File: config.mk
export PLATFORM = sky130hd
export DESIGN_NAME = ultrasonic_echo_ranger
export DESIGN_NICKNAME = d
export VERILOG_FILES = /design/src/rtl/uer_pkg.sv /design/src/rtl/ultrasonic_echo_ranger.sv /design/src/rtl/uer_ctrl.sv /design/src/rtl/uer_dpath.sv
export SDC_FILE = /design/constraint.sdc
export NUM_CORES = 1
export LEC_CHECK = 0
export BUFFER_PORTS_ARGS = -buffer_cell sky130_fd_sc_hd__clkbuf_2
export CAP_MARGIN = 10
export CORE_MARGIN = 5
export CORE_UTILIZATION = 55
export DETAILED_ROUTE_END_ITERATION = 7
export PLACE_DENSITY = 0.72
export REMOVE_ABC_BUFFERS = 1
export SLEW_MARGIN = 20
export SYNTH_ARGS = -nofsm -noshare
export SYNTH_HDL_FRONTEND = slang
export SYNTH_HIERARCHICAL = 1
export SYNTH_SLANG_ARGS = --single-unit
File: constraint.sdc
create_clock -name clk -period 8.6 [get_ports clk]
set_input_delay 1.29 -clock clk [delete_from_list [all_inputs] [get_ports clk]]
set_output_delay 1.29 -clock clk [all_outputs]
set_load 0.005 [all_outputs]
File: src/rtl/uer_pkg.sv
`default_nettype none
package uer_pkg;

  // Width of the echo and trigger tick counter.
  localparam int COUNT_WIDTH = 16;

  // Register field widths.
  localparam int TICKS_W = 16;
  localparam int DIVISOR_W = 20;
  localparam int DIST_W = 17;
  localparam int CFG_DATA_W = 20;
  localparam int CFG_INDEX_W = 3;

  // Comparison width that holds both the counter and a tick register.
  localparam int CMP_W = (COUNT_WIDTH > TICKS_W) ? COUNT_WIDTH : TICKS_W;

  // Count times 10000 needs 14 more bits than the count.
  localparam int SCALE_W = 14;
  localparam int PROD_W = COUNT_WIDTH + SCALE_W;
  localparam logic [SCALE_W-1:0] SCALE = SCALE_W'(10000);

  // Step counter in the controller covers the divider and the digit passes.
  localparam int NUM_DIGITS = 5;
  localparam int STEP_W = $clog2(PROD_W);

  // Largest distance shown, in hundredths of a centimeter.
  localparam logic [DIST_W-1:0] DIST_MAX = DIST_W'(99999);

  // Divide by ten as multiply by 52429 and shift by 19, exact below 2^17.
  localparam int DIV10_MUL_W = 16;
  localparam logic [DIV10_MUL_W-1:0] DIV10_MUL = DIV10_MUL_W'(52429);
  localparam int DIV10_SHIFT = 19;
  localparam int DIV10_PROD_W = DIST_W + DIV10_MUL_W;

  // Configuration register indexes.
  localparam logic [CFG_INDEX_W-1:0] CFG_TRIGGER_TICKS = 3'd0;
  localparam logic [CFG_INDEX_W-1:0] CFG_TIMEOUT_TICKS = 3'd1;
  localparam logic [CFG_INDEX_W-1:0] CFG_TICKS_PER_100CM = 3'd2;
  localparam logic [CFG_INDEX_W-1:0] CFG_NEAR_LIMIT = 3'd3;
  localparam logic [CFG_INDEX_W-1:0] CFG_FAR_LIMIT = 3'd4;

  // Configuration reset values.
  localparam logic [TICKS_W-1:0] TRIGGER_TICKS_RST = TICKS_W'(80);
  localparam logic [TICKS_W-1:0] TIMEOUT_TICKS_RST = TICKS_W'(60000);
  localparam logic [DIVISOR_W-1:0] TICKS_PER_100CM_RST = DIVISOR_W'(46647);
  localparam logic [DIST_W-1:0] NEAR_LIMIT_RST = DIST_W'(200);
  localparam logic [DIST_W-1:0] FAR_LIMIT_RST = DIST_W'(4000);

  // Measurement phase of the ranger.
  typedef enum logic [1:0] {
    PH_TRIGGER = 2'd0,
    PH_WAIT    = 2'd1,
    PH_MEASURE = 2'd2
  } uer_phase_t;

  // Controller states.
  typedef enum logic [2:0] {
    ST_IDLE,
    ST_DIV,
    ST_FIN,
    ST_DIG,
    ST_WRITE
  } uer_state_t;

  // Commands from the controller to the datapath.
  typedef struct packed {
    logic step;
    logic div_step;
    logic finish;
    logic dig_step;
    logic out_load;
  } uer_cmd_t;

  // Status from the datapath to the controller.
  typedef struct packed {
    logic fall;
    logic out_free;
  } uer_sts_t;

endpackage
`default_nettype wire

File: src/rtl/ultrasonic_echo_ranger.sv
// A tick that ends no measurement is taken in the idle state, and its word is loaded
// from the write state, which waits out output stalls; the next tick waits for that load.
// A tick on the falling echo edge runs one multiply, a 30-step bit-serial divider
// (count width plus 14) and five divide-by-ten digit passes before its word is written.
// Reset is synchronous, active low, and skips the working and output word registers.
`default_nettype none
module ultrasonic_echo_ranger (
  input  wire logic                            clk,
  input  wire logic                            rst_n,
  input  wire logic                            in_valid,
  output logic                                 in_stall,
  input  wire logic                            in_echo_level,
  input  wire logic                            cfg_wr_en,
  input  wire logic [uer_pkg::CFG_INDEX_W-1:0] cfg_index,
  input  wire logic [uer_pkg::CFG_DATA_W-1:0]  cfg_wdata,
  output logic                                 out_valid,
  input  wire logic                            out_stall,
  output logic                                 out_trigger_out,
  output logic                                 out_done_res,
  output logic                                 out_timed_out,
  output logic                                 out_object_near,
  output logic [uer_pkg::DIST_W-1:0]           out_distance_hundredths,
  output logic [1:0]                           out_int_digit_count,
  output logic [3:0]                           out_digit_hundreds,
  output logic [3:0]                           out_digit_tens,
  output logic [3:0]                           out_digit_units,
  output logic [3:0]                           out_digit_tenths,
  output logic [3:0]                           out_digit_hundredths
);

  uer_pkg::uer_cmd_t cmd;
  uer_pkg::uer_sts_t sts;

  // Sequencing of ticks, division and digit passes.
  uer_ctrl u_ctrl (
    .clk      (clk),
    .rst_n    (rst_n),
    .in_valid (in_valid),
    .in_stall (in_stall),
    .sts      (sts),
    .cmd      (cmd)
  );

  // Phase logic, divider, digit extraction and output word.
  uer_dpath u_dpath (
    .clk                     (clk),
    .rst_n                   (rst_n),
    .cmd                     (cmd),
    .sts                     (sts),
    .in_echo_level           (in_echo_level),
    .cfg_wr_en               (cfg_wr_en),
    .cfg_index               (cfg_index),
    .cfg_wdata               (cfg_wdata),
    .out_stall               (out_stall),
    .out_valid               (out_valid),
    .out_trigger_out         (out_trigger_out),
    .out_done_res            (out_done_res),
    .out_timed_out           (out_timed_out),
    .out_object_near         (out_object_near),
    .out_distance_hundredths (out_distance_hundredths),
    .out_int_digit_count     (out_int_digit_count),
    .out_digit_hundreds      (out_digit_hundreds),
    .out_digit_tens          (out_digit_tens),
    .out_digit_units         (out_digit_units),
    .out_digit_tenths        (out_digit_tenths),
    .out_digit_hundredths    (out_digit_hundredths)
  );

endmodule
`default_nettype wire

File: src/rtl/uer_ctrl.sv
`default_nettype none
module uer_ctrl (
  input  wire logic              clk,
  input  wire logic              rst_n,
  input  wire logic              in_valid,
  output logic                   in_stall,
  input  wire uer_pkg::uer_sts_t sts,
  output uer_pkg::uer_cmd_t      cmd
);

  uer_pkg::uer_state_t state_r, state_nxt;
  logic [uer_pkg::STEP_W-1:0] step_cnt_r, step_cnt_nxt;

  // State and step counter registers.
  always_ff @(posedge clk) begin
    if (!rst_n) begin
      state_r    <= uer_pkg::ST_IDLE;
      step_cnt_r <= '0;
    end else begin
      state_r    <= state_nxt;
      step_cnt_r <= step_cnt_nxt;
    end
  end

  // Next state and commands.
  always_comb begin
    state_nxt    = state_r;
    step_cnt_nxt = step_cnt_r;
    cmd          = '0;
    in_stall     = 1'b1;
    unique case (state_r)
      uer_pkg::ST_IDLE: begin
        in_stall = 1'b0;
        if (in_valid) begin
          cmd.step     = 1'b1;
          step_cnt_nxt = '0;
          state_nxt    = sts.fall ? uer_pkg::ST_DIV : uer_pkg::ST_WRITE;
        end
      end
      uer_pkg::ST_DIV: begin
        cmd.div_step = 1'b1;
        step_cnt_nxt = step_cnt_r + 1'b1;
        if (step_cnt_r == uer_pkg::STEP_W'(uer_pkg::PROD_W - 1)) begin
          state_nxt = uer_pkg::ST_FIN;
        end
      end
      uer_pkg::ST_FIN: begin
        cmd.finish   = 1'b1;
        step_cnt_nxt = '0;
        state_nxt    = uer_pkg::ST_DIG;
      end
      uer_pkg::ST_DIG: begin
        cmd.dig_step = 1'b1;
        step_cnt_nxt = step_cnt_r + 1'b1;
        if (step_cnt_r == uer_pkg::STEP_W'(uer_pkg::NUM_DIGITS - 1)) begin
          state_nxt = uer_pkg::ST_WRITE;
        end
      end
      uer_pkg::ST_WRITE: begin
        if (sts.out_free) begin
          cmd.out_load = 1'b1;
          state_nxt    = uer_pkg::ST_IDLE;
        end
      end
      default: begin
        state_nxt = uer_pkg::ST_IDLE;
      end
    endcase
  end

endmodule
`default_nettype wire

File: src/rtl/uer_dpath.sv
`default_nettype none
module uer_dpath (
  input  wire logic                              clk,
  input  wire logic                              rst_n,
  input  wire uer_pkg::uer_cmd_t                 cmd,
  output uer_pkg::uer_sts_t                      sts,
  input  wire logic                              in_echo_level,
  input  wire logic                              cfg_wr_en,
  input  wire logic [uer_pkg::CFG_INDEX_W-1:0]   cfg_index,
  input  wire logic [uer_pkg::CFG_DATA_W-1:0]    cfg_wdata,
  input  wire logic                              out_stall,
  output logic                                   out_valid,
  output logic                                   out_trigger_out,
  output logic                                   out_done_res,
  output logic                                   out_timed_out,
  output logic                                   out_object_near,
  output logic [uer_pkg::DIST_W-1:0]             out_distance_hundredths,
  output logic [1:0]                             out_int_digit_count,
  output logic [3:0]                             out_digit_hundreds,
  output logic [3:0]                             out_digit_tens,
  output logic [3:0]                             out_digit_units,
  output logic [3:0]                             out_digit_tenths,
  output logic [3:0]                             out_digit_hundredths
);

  localparam int CW = uer_pkg::COUNT_WIDTH;
  localparam int PW = uer_pkg::PROD_W;
  localparam int DW = uer_pkg::DIVISOR_W;
  localparam int SW = uer_pkg::DIST_W;

  // Configuration registers.
  logic [uer_pkg::TICKS_W-1:0] trigger_ticks_r;
  logic [uer_pkg::TICKS_W-1:0] timeout_ticks_r;
  logic [DW-1:0]               divisor_r;
  logic [SW-1:0]               near_limit_r;
  logic [SW-1:0]               far_limit_r;

  // Measurement state.
  uer_pkg::uer_phase_t phase_r, phase_nxt;
  logic [CW-1:0]       tick_count_r, tick_count_nxt;
  logic                timed_out_r, timed_out_nxt;
  logic                indicator_r, indicator_nxt;
  logic [SW-1:0]       distance_r;
  logic                trig_r, trig_nxt;
  logic                done_r, done_nxt;
  logic [3:0]          digit_r [uer_pkg::NUM_DIGITS];

  // Divider and digit working registers.
  logic [PW-1:0] quo_r;
  logic [DW-1:0] rem_r;
  logic [SW-1:0] dig_work_r;

  logic out_valid_r;

  // Output word registers.
  logic          out_trigger_out_r;
  logic          out_done_res_r;
  logic          out_timed_out_r;
  logic          out_object_near_r;
  logic [SW-1:0] out_distance_hundredths_r;
  logic [1:0]    out_int_digit_count_r;
  logic [3:0]    out_digit_hundreds_r;
  logic [3:0]    out_digit_tens_r;
  logic [3:0]    out_digit_units_r;
  logic [3:0]    out_digit_tenths_r;
  logic [3:0]    out_digit_hundredths_r;

  // Configuration writes.
  always_ff @(posedge clk) begin
    if (!rst_n) begin
      trigger_ticks_r <= uer_pkg::TRIGGER_TICKS_RST;
      timeout_ticks_r <= uer_pkg::TIMEOUT_TICKS_RST;
      divisor_r       <= uer_pkg::TICKS_PER_100CM_RST;
      near_limit_r    <= uer_pkg::NEAR_LIMIT_RST;
      far_limit_r     <= uer_pkg::FAR_LIMIT_RST;
    end else if (cfg_wr_en) begin
      unique case (cfg_index)
        uer_pkg::CFG_TRIGGER_TICKS:   trigger_ticks_r <= cfg_wdata[uer_pkg::TICKS_W-1:0];
        uer_pkg::CFG_TIMEOUT_TICKS:   timeout_ticks_r <= cfg_wdata[uer_pkg::TICKS_W-1:0];
        uer_pkg::CFG_TICKS_PER_100CM: divisor_r       <= cfg_wdata[DW-1:0];
        uer_pkg::CFG_NEAR_LIMIT:      near_limit_r    <= cfg_wdata[SW-1:0];
        uer_pkg::CFG_FAR_LIMIT:       far_limit_r     <= cfg_wdata[SW-1:0];
        default: ;
      endcase
    end
  end

  // Saturating tick increment and end-of-count checks.
  logic          cnt_at_max;
  logic [CW-1:0] cnt_inc;
  logic          inc_at_max;
  logic          trig_end;
  logic          timeout_hit;

  assign cnt_at_max  = (tick_count_r == {CW{1'b1}});
  assign cnt_inc     = cnt_at_max ? tick_count_r : tick_count_r + 1'b1;
  assign inc_at_max  = (cnt_inc == {CW{1'b1}});
  assign trig_end    = (uer_pkg::CMP_W'(cnt_inc) >= uer_pkg::CMP_W'(trigger_ticks_r))
                       || inc_at_max;
  assign timeout_hit = (uer_pkg::CMP_W'(cnt_inc) >= uer_pkg::CMP_W'(timeout_ticks_r))
                       || inc_at_max;

  assign sts.fall     = (phase_r == uer_pkg::PH_MEASURE) && !in_echo_level;
  assign sts.out_free = !out_valid_r || !out_stall;

  // One tick of the phase sequence.
  always_comb begin
    phase_nxt      = phase_r;
    tick_count_nxt = tick_count_r;
    timed_out_nxt  = timed_out_r;
    indicator_nxt  = indicator_r;
    trig_nxt       = 1'b0;
    done_nxt       = 1'b0;
    unique case (phase_r)
      uer_pkg::PH_WAIT: begin
        if (in_echo_level) begin
          phase_nxt      = uer_pkg::PH_MEASURE;
          tick_count_nxt = '0;
        end
      end
      uer_pkg::PH_MEASURE: begin
        if (in_echo_level) begin
          tick_count_nxt = cnt_inc;
          if (timeout_hit) begin
            timed_out_nxt  = 1'b1;
            indicator_nxt  = 1'b0;
            done_nxt       = 1'b1;
            phase_nxt      = uer_pkg::PH_TRIGGER;
            tick_count_nxt = '0;
          end
        end else begin
          // Falling edge: distance follows from the divider.
          timed_out_nxt  = 1'b0;
          done_nxt       = 1'b1;
          phase_nxt      = uer_pkg::PH_TRIGGER;
          tick_count_nxt = '0;
        end
      end
      default: begin
        trig_nxt       = 1'b1;
        phase_nxt      = uer_pkg::PH_TRIGGER;
        tick_count_nxt = cnt_inc;
        if (trig_end) begin
          phase_nxt      = uer_pkg::PH_WAIT;
          tick_count_nxt = '0;
        end
      end
    endcase
  end

  // Restoring divider step.
  logic [DW:0] div_shift;
  logic        div_fits;

  assign div_shift = {rem_r, quo_r[PW-1]};
  assign div_fits  = (div_shift >= (DW+1)'(divisor_r));

  // Saturated distance from the quotient.
  logic [SW-1:0] dist_sat;
  assign dist_sat = ((divisor_r == '0) || (quo_r > PW'(uer_pkg::DIST_MAX)))
                    ? uer_pkg::DIST_MAX : quo_r[SW-1:0];

  // Divide by ten for one decimal digit.
  logic [uer_pkg::DIV10_PROD_W-1:0] d10_prod;
  logic [SW-1:0]                    d10_quo;
  logic [SW-1:0]                    d10_rem;

  assign d10_prod = uer_pkg::DIV10_PROD_W'(dig_work_r)
                    * uer_pkg::DIV10_PROD_W'(uer_pkg::DIV10_MUL);
  assign d10_quo  = SW'(d10_prod >> uer_pkg::DIV10_SHIFT);
  assign d10_rem  = dig_work_r - ((d10_quo << 3) + (d10_quo << 1));

  // State registers.
  always_ff @(posedge clk) begin
    if (!rst_n) begin
      phase_r      <= uer_pkg::PH_TRIGGER;
      tick_count_r <= '0;
      timed_out_r  <= 1'b0;
      indicator_r  <= 1'b0;
      distance_r   <= '0;
      trig_r       <= 1'b0;
      done_r       <= 1'b0;
      for (int i = 0; i < uer_pkg::NUM_DIGITS; i++) begin
        digit_r[i] <= '0;
      end
    end else begin
      if (cmd.step) begin
        phase_r      <= phase_nxt;
        tick_count_r <= tick_count_nxt;
        timed_out_r  <= timed_out_nxt;
        indicator_r  <= indicator_nxt;
        trig_r       <= trig_nxt;
        done_r       <= done_nxt;
      end
      if (cmd.finish) begin
        distance_r  <= dist_sat;
        indicator_r <= (dist_sat >= near_limit_r) && (dist_sat <= far_limit_r);
      end
      // Digits shift in from the top, least significant extracted first.
      if (cmd.dig_step) begin
        for (int i = 0; i < uer_pkg::NUM_DIGITS - 1; i++) begin
          digit_r[i] <= digit_r[i+1];
        end
        digit_r[uer_pkg::NUM_DIGITS-1] <= d10_rem[3:0];
      end
    end
  end

  // Divider and digit working registers.
  always_ff @(posedge clk) begin
    if (cmd.step) begin
      quo_r <= PW'(tick_count_r) * PW'(uer_pkg::SCALE);
      rem_r <= '0;
    end else if (cmd.div_step) begin
      quo_r <= {quo_r[PW-2:0], div_fits};
      rem_r <= div_fits ? DW'(div_shift - (DW+1)'(divisor_r)) : div_shift[DW-1:0];
    end
    if (cmd.finish) begin
      dig_work_r <= dist_sat;
    end else if (cmd.dig_step) begin
      dig_work_r <= d10_quo;
    end
  end

  // Output word valid flag.
  always_ff @(posedge clk) begin
    if (!rst_n) begin
      out_valid_r <= 1'b0;
    end else if (cmd.out_load) begin
      out_valid_r <= 1'b1;
    end else if (!out_stall) begin
      out_valid_r <= 1'b0;
    end
  end

  // Integer digit count from the distance.
  logic [1:0] int_digits;
  always_comb begin
    priority if (distance_r >= SW'(10000)) begin
      int_digits = 2'd3;
    end else if (distance_r >= SW'(1000)) begin
      int_digits = 2'd2;
    end else if (distance_r >= SW'(100)) begin
      int_digits = 2'd1;
    end else begin
      int_digits = 2'd0;
    end
  end

  // Output word register.
  always_ff @(posedge clk) begin
    if (cmd.out_load) begin
      out_trigger_out_r         <= trig_r;
      out_done_res_r            <= done_r;
      out_timed_out_r           <= timed_out_r;
      out_object_near_r         <= indicator_r;
      out_distance_hundredths_r <= distance_r;
      out_int_digit_count_r     <= int_digits;
      out_digit_hundreds_r      <= digit_r[4];
      out_digit_tens_r          <= digit_r[3];
      out_digit_units_r         <= digit_r[2];
      out_digit_tenths_r        <= digit_r[1];
      out_digit_hundredths_r    <= digit_r[0];
    end
  end

  assign out_valid               = out_valid_r;
  assign out_trigger_out         = out_trigger_out_r;
  assign out_done_res            = out_done_res_r;
  assign out_timed_out           = out_timed_out_r;
  assign out_object_near         = out_object_near_r;
  assign out_distance_hundredths = out_distance_hundredths_r;
  assign out_int_digit_count     = out_int_digit_count_r;
  assign out_digit_hundreds      = out_digit_hundreds_r;
  assign out_digit_tens          = out_digit_tens_r;
  assign out_digit_units         = out_digit_units_r;
  assign out_digit_tenths        = out_digit_tenths_r;
  assign out_digit_hundredths    = out_digit_hundredths_r;

endmodule
`default_nettype wire

==> flow_summary.yaml <==
clock_tree:
  clk_latency_ns: 0.58
  tritoncts: "yes"
  cts_resized: 0
  numCtsBuffers: 29
  cts.sinks: 264
  hold_buffers: 0
  htreeDepth: 1
  cts.clk_slew.worst_paths_ns: 0.07
  clock-root-buffer: "clkbuf_16"
  clk_path_buf_depth: 3
  post_cts_buffers: 0
sta:
  fin_crit_ns: 6.40
  rsz0062_at_grt: "false"
  holdWs_ns: 0.425
  setup_violations: 0
  final.setup.worst_slack_ns: 2.20
  finalSetupTns_ns: 0
  final_max_slew_viol_count: 0
  min_period_over_period: 0.744
  skew_ns: 0.0253
  hold_viol_final: 0
  tightest_slew_ns: 0.986
  slew_headroom: 0.343
  fmax_ghz: 0.156
finish:
  fillers: 3213
  areaGrowthSynthToFinish_pct: 8.11
  final_nets: 2774
  final_layout_size_suffix_gt1_frac: 0.0665
  fin_cells: 2844
floorplanning:
  die_height_um: 206
  die_width_um: 206
  rows: 71
  start_util: 0.559
  ios: 74
  coreArea_mm2: 0.0378
  dieArea_mm2: 0.0425
yosys:
  netlist_area_mm2: 0.0211
  syn_inst: 2262
  ys_types: 81
  synth_seq_area_share: 0.300
  synth_edf_count: 106
  ys_warn_count: 6
  synthArstFlopShare: 0
  synth-seq-cells: 264
  ys.flop_type: "dfxtp_1"
  syn-mean-instance-area_um2: 9.35
worst_setup_path:
  worstReg2RegStart: "u_dpath/dig_work_r[4]"
  crit_type: "reg -> reg"
  worstPathRequired_ns: 8.93
  rr_worst_depth: 21
  critPathCaptureType: "flip-flop"
  startpoint: "u_dpath/dig_work_r[4]"
  cp_max_fo: 6
  crit_arrival_ns: 6.73
  startpoint_type: "flip-flop"
global_route:
  grt_pass1_wl_um: 83700
  overflow: 0
  track_usage: 0.246
  met3_usage: 0.0306
  grt_max_degree: 77
  grt_use_met1: 0.316
  top_usage_layer: "met2"
  antenna_found_initial: 2
  use_met2: 0.434
  grt_pass1_vias: 16100
drt:
  drc: 0
  post_drt_wl_per_cell_um: 18.2
  routed_wl_um: 51700
  first_iter_violations: 931
  drt-pass1-iter-count: 5
  vias: 15900
  via_per_inst: 5.59
  final_antenna_net_count: 0
outcome:
  outcome: "finished, final reports clean"
place:
  place_congestion: 0.930
  post-dp-hpwl_um: 41200
  pre_cts_slack_ns: 2.21
  dp_cells: 2789
  io_buffers: 73
power_and_ir_drop:
  power.density_mw_per_mm2: 120
  peakVddDrop_mv: 0.112
  finalPower_uw: 2750
  leakage_uw: 0.0108
hold_path:
  hp-class: "reg -> reg"
  holdPathStages: 0
  hold_start: "u_dpath/done_r"
job:
  max_cap_violations: 0
final timing paths:
| check | endpoint | slack (ns) |
|---|---|---|
| worst max register to register | u_dpath/digit_r[4][3] | 2.20 |
| worst min-delay path | u_dpath/out_done_res | 0.43 |
| worst max-delay path | u_dpath/digit_r[4][3] | 2.20 |
| worst min register to register | u_dpath/out_done_res | 0.43 |
logic make-up after synthesis:
group | synth area share
multiplexers | 0.0119
flip-flops | 0.300
AND/OR/NAND/NOR | 0.127
adder cells (fa/ha/maj) | 0.302
XOR/XNOR | 0.0269
AO/OA/AOI/OAI | 0.147
buffers and inverters | 0.0852
per-stage QoR:
| step | utilization | instance area, µm² |
|---|---|---|
| global route | 0.604 | 22900 |
| detailed placement | 0.579 | 21900 |
| CTS | 0.604 | 22800 |
| finish | 0.604 | 22900 |
| floorplan | - | 20800 |
| global placement | 0.579 | 21900 |
worst max-delay path, cell delays in order, from the launching register on:
cell and delay [ns]:
edfxtp_1 0.51, ha_1 0.43, fa_1 0.56, inv_1 0.06, fa_1 0.53, fa_1 0.53, fa_1 0.55, inv_1 0.06
fa_1 0.47, ha_1 0.39, a211o_1 0.34, o21bai_1 0.16, a21oi_1 0.17, a211oi_1 0.09, xnor2_1 0.18, ha_1 0.32
and2_1 0.15, nor2_1 0.04, mux2_2 0.27, xnor2_1 0.16, xnor2_1 0.15, nor2_1 0.05
where the power goes:
group          switching [µW]  total, µW  internal, µW  leakage [µW]
sequential               21.6       1350          1330       0.00231
clock                     526       1240           715      0.000454
combinational             101        155          54.4       0.00800
total                     649       2750          2100        0.0108
Yosys cell counts (35+ instances only):
cell / count / area (µm²)
inv_1: 390 / 1460
ha_1: 313 / 3920
a21boi_0: 71 / 533
a21o_1: 47 / 353
dfxtp_1: 158 / 3160
nor2_1: 88 / 330
xnor2_1: 40 / 350
o211ai_1: 35 / 263
clkbuf_1: 49 / 184
fa_1: 123 / 2460
o21ai_0: 73 / 365
nand3_1: 35 / 175
edfxtp_1: 106 / 3180
a21oi_1: 77 / 385
nand2_1: 255 / 957
metal layers:
metal  routed length [µm]  share of wire
met1                22300           0.43
met2                25600           0.49
met3                 2170          0.042
met4                 1720          0.033
met5                    0              0
state kept, by name, indices dropped and copies added, names as in the netlist, 5 cells and up:
name / flops
u_dpath/near_limit_r: 17
u_dpath/distance_r: 17
u_dpath/trigger_ticks_r: 16
u_dpath/dig_work_r: 17
u_dpath/tick_count_r: 16
u_dpath/timeout_ticks_r: 16
u_dpath/digit_r: 20
u_dpath/divisor_r: 20
u_ctrl/step_cnt_r: 5
u_dpath/rem_r: 20
u_dpath/quo_r: 30
u_dpath/far_limit_r: 17
u_dpath/out_distance_hundredths: 17
final cells by class:
type,instances,area [µm²],area share
well taps,511,639,0.0280
multi-input cells,1541,13000,0.570
clock buffers,40,800,0.0350
inverters,392,1470,0.0644
repair buffers,81,428,0.0187
clock inverters,13,140,0.00613
flip-flops and latches,264,6350,0.278
diodes,2,5.00,0.000219
placed cells by master, fill, tap and decap left out, drive strengths merged, types with 6 or more instances in the layout:
master   instances
or2              6
xnor2           40
o2111ai          6
a22o             7
nor4            16
or3              8
ha             313
o21a            24
o211ai          35
a21oi           77
a21boi          71
nor2            88
a211oi          31
clkbuf         112
buf              9
o31ai            7
nand2b          34
and3            33
a21o            48
nor3            14
a211o            6
edfxtp         106
nand2          255
nor2b           21
fa             123
mux2i           24
and2            14
inv            393
nand4           24
dfxtp          158
clkinv           8
o21ai           74
a31oi            7
xor2            25
nand3           35
o21bai          10
No activity file was read; power rests on OpenSTA's default activity.
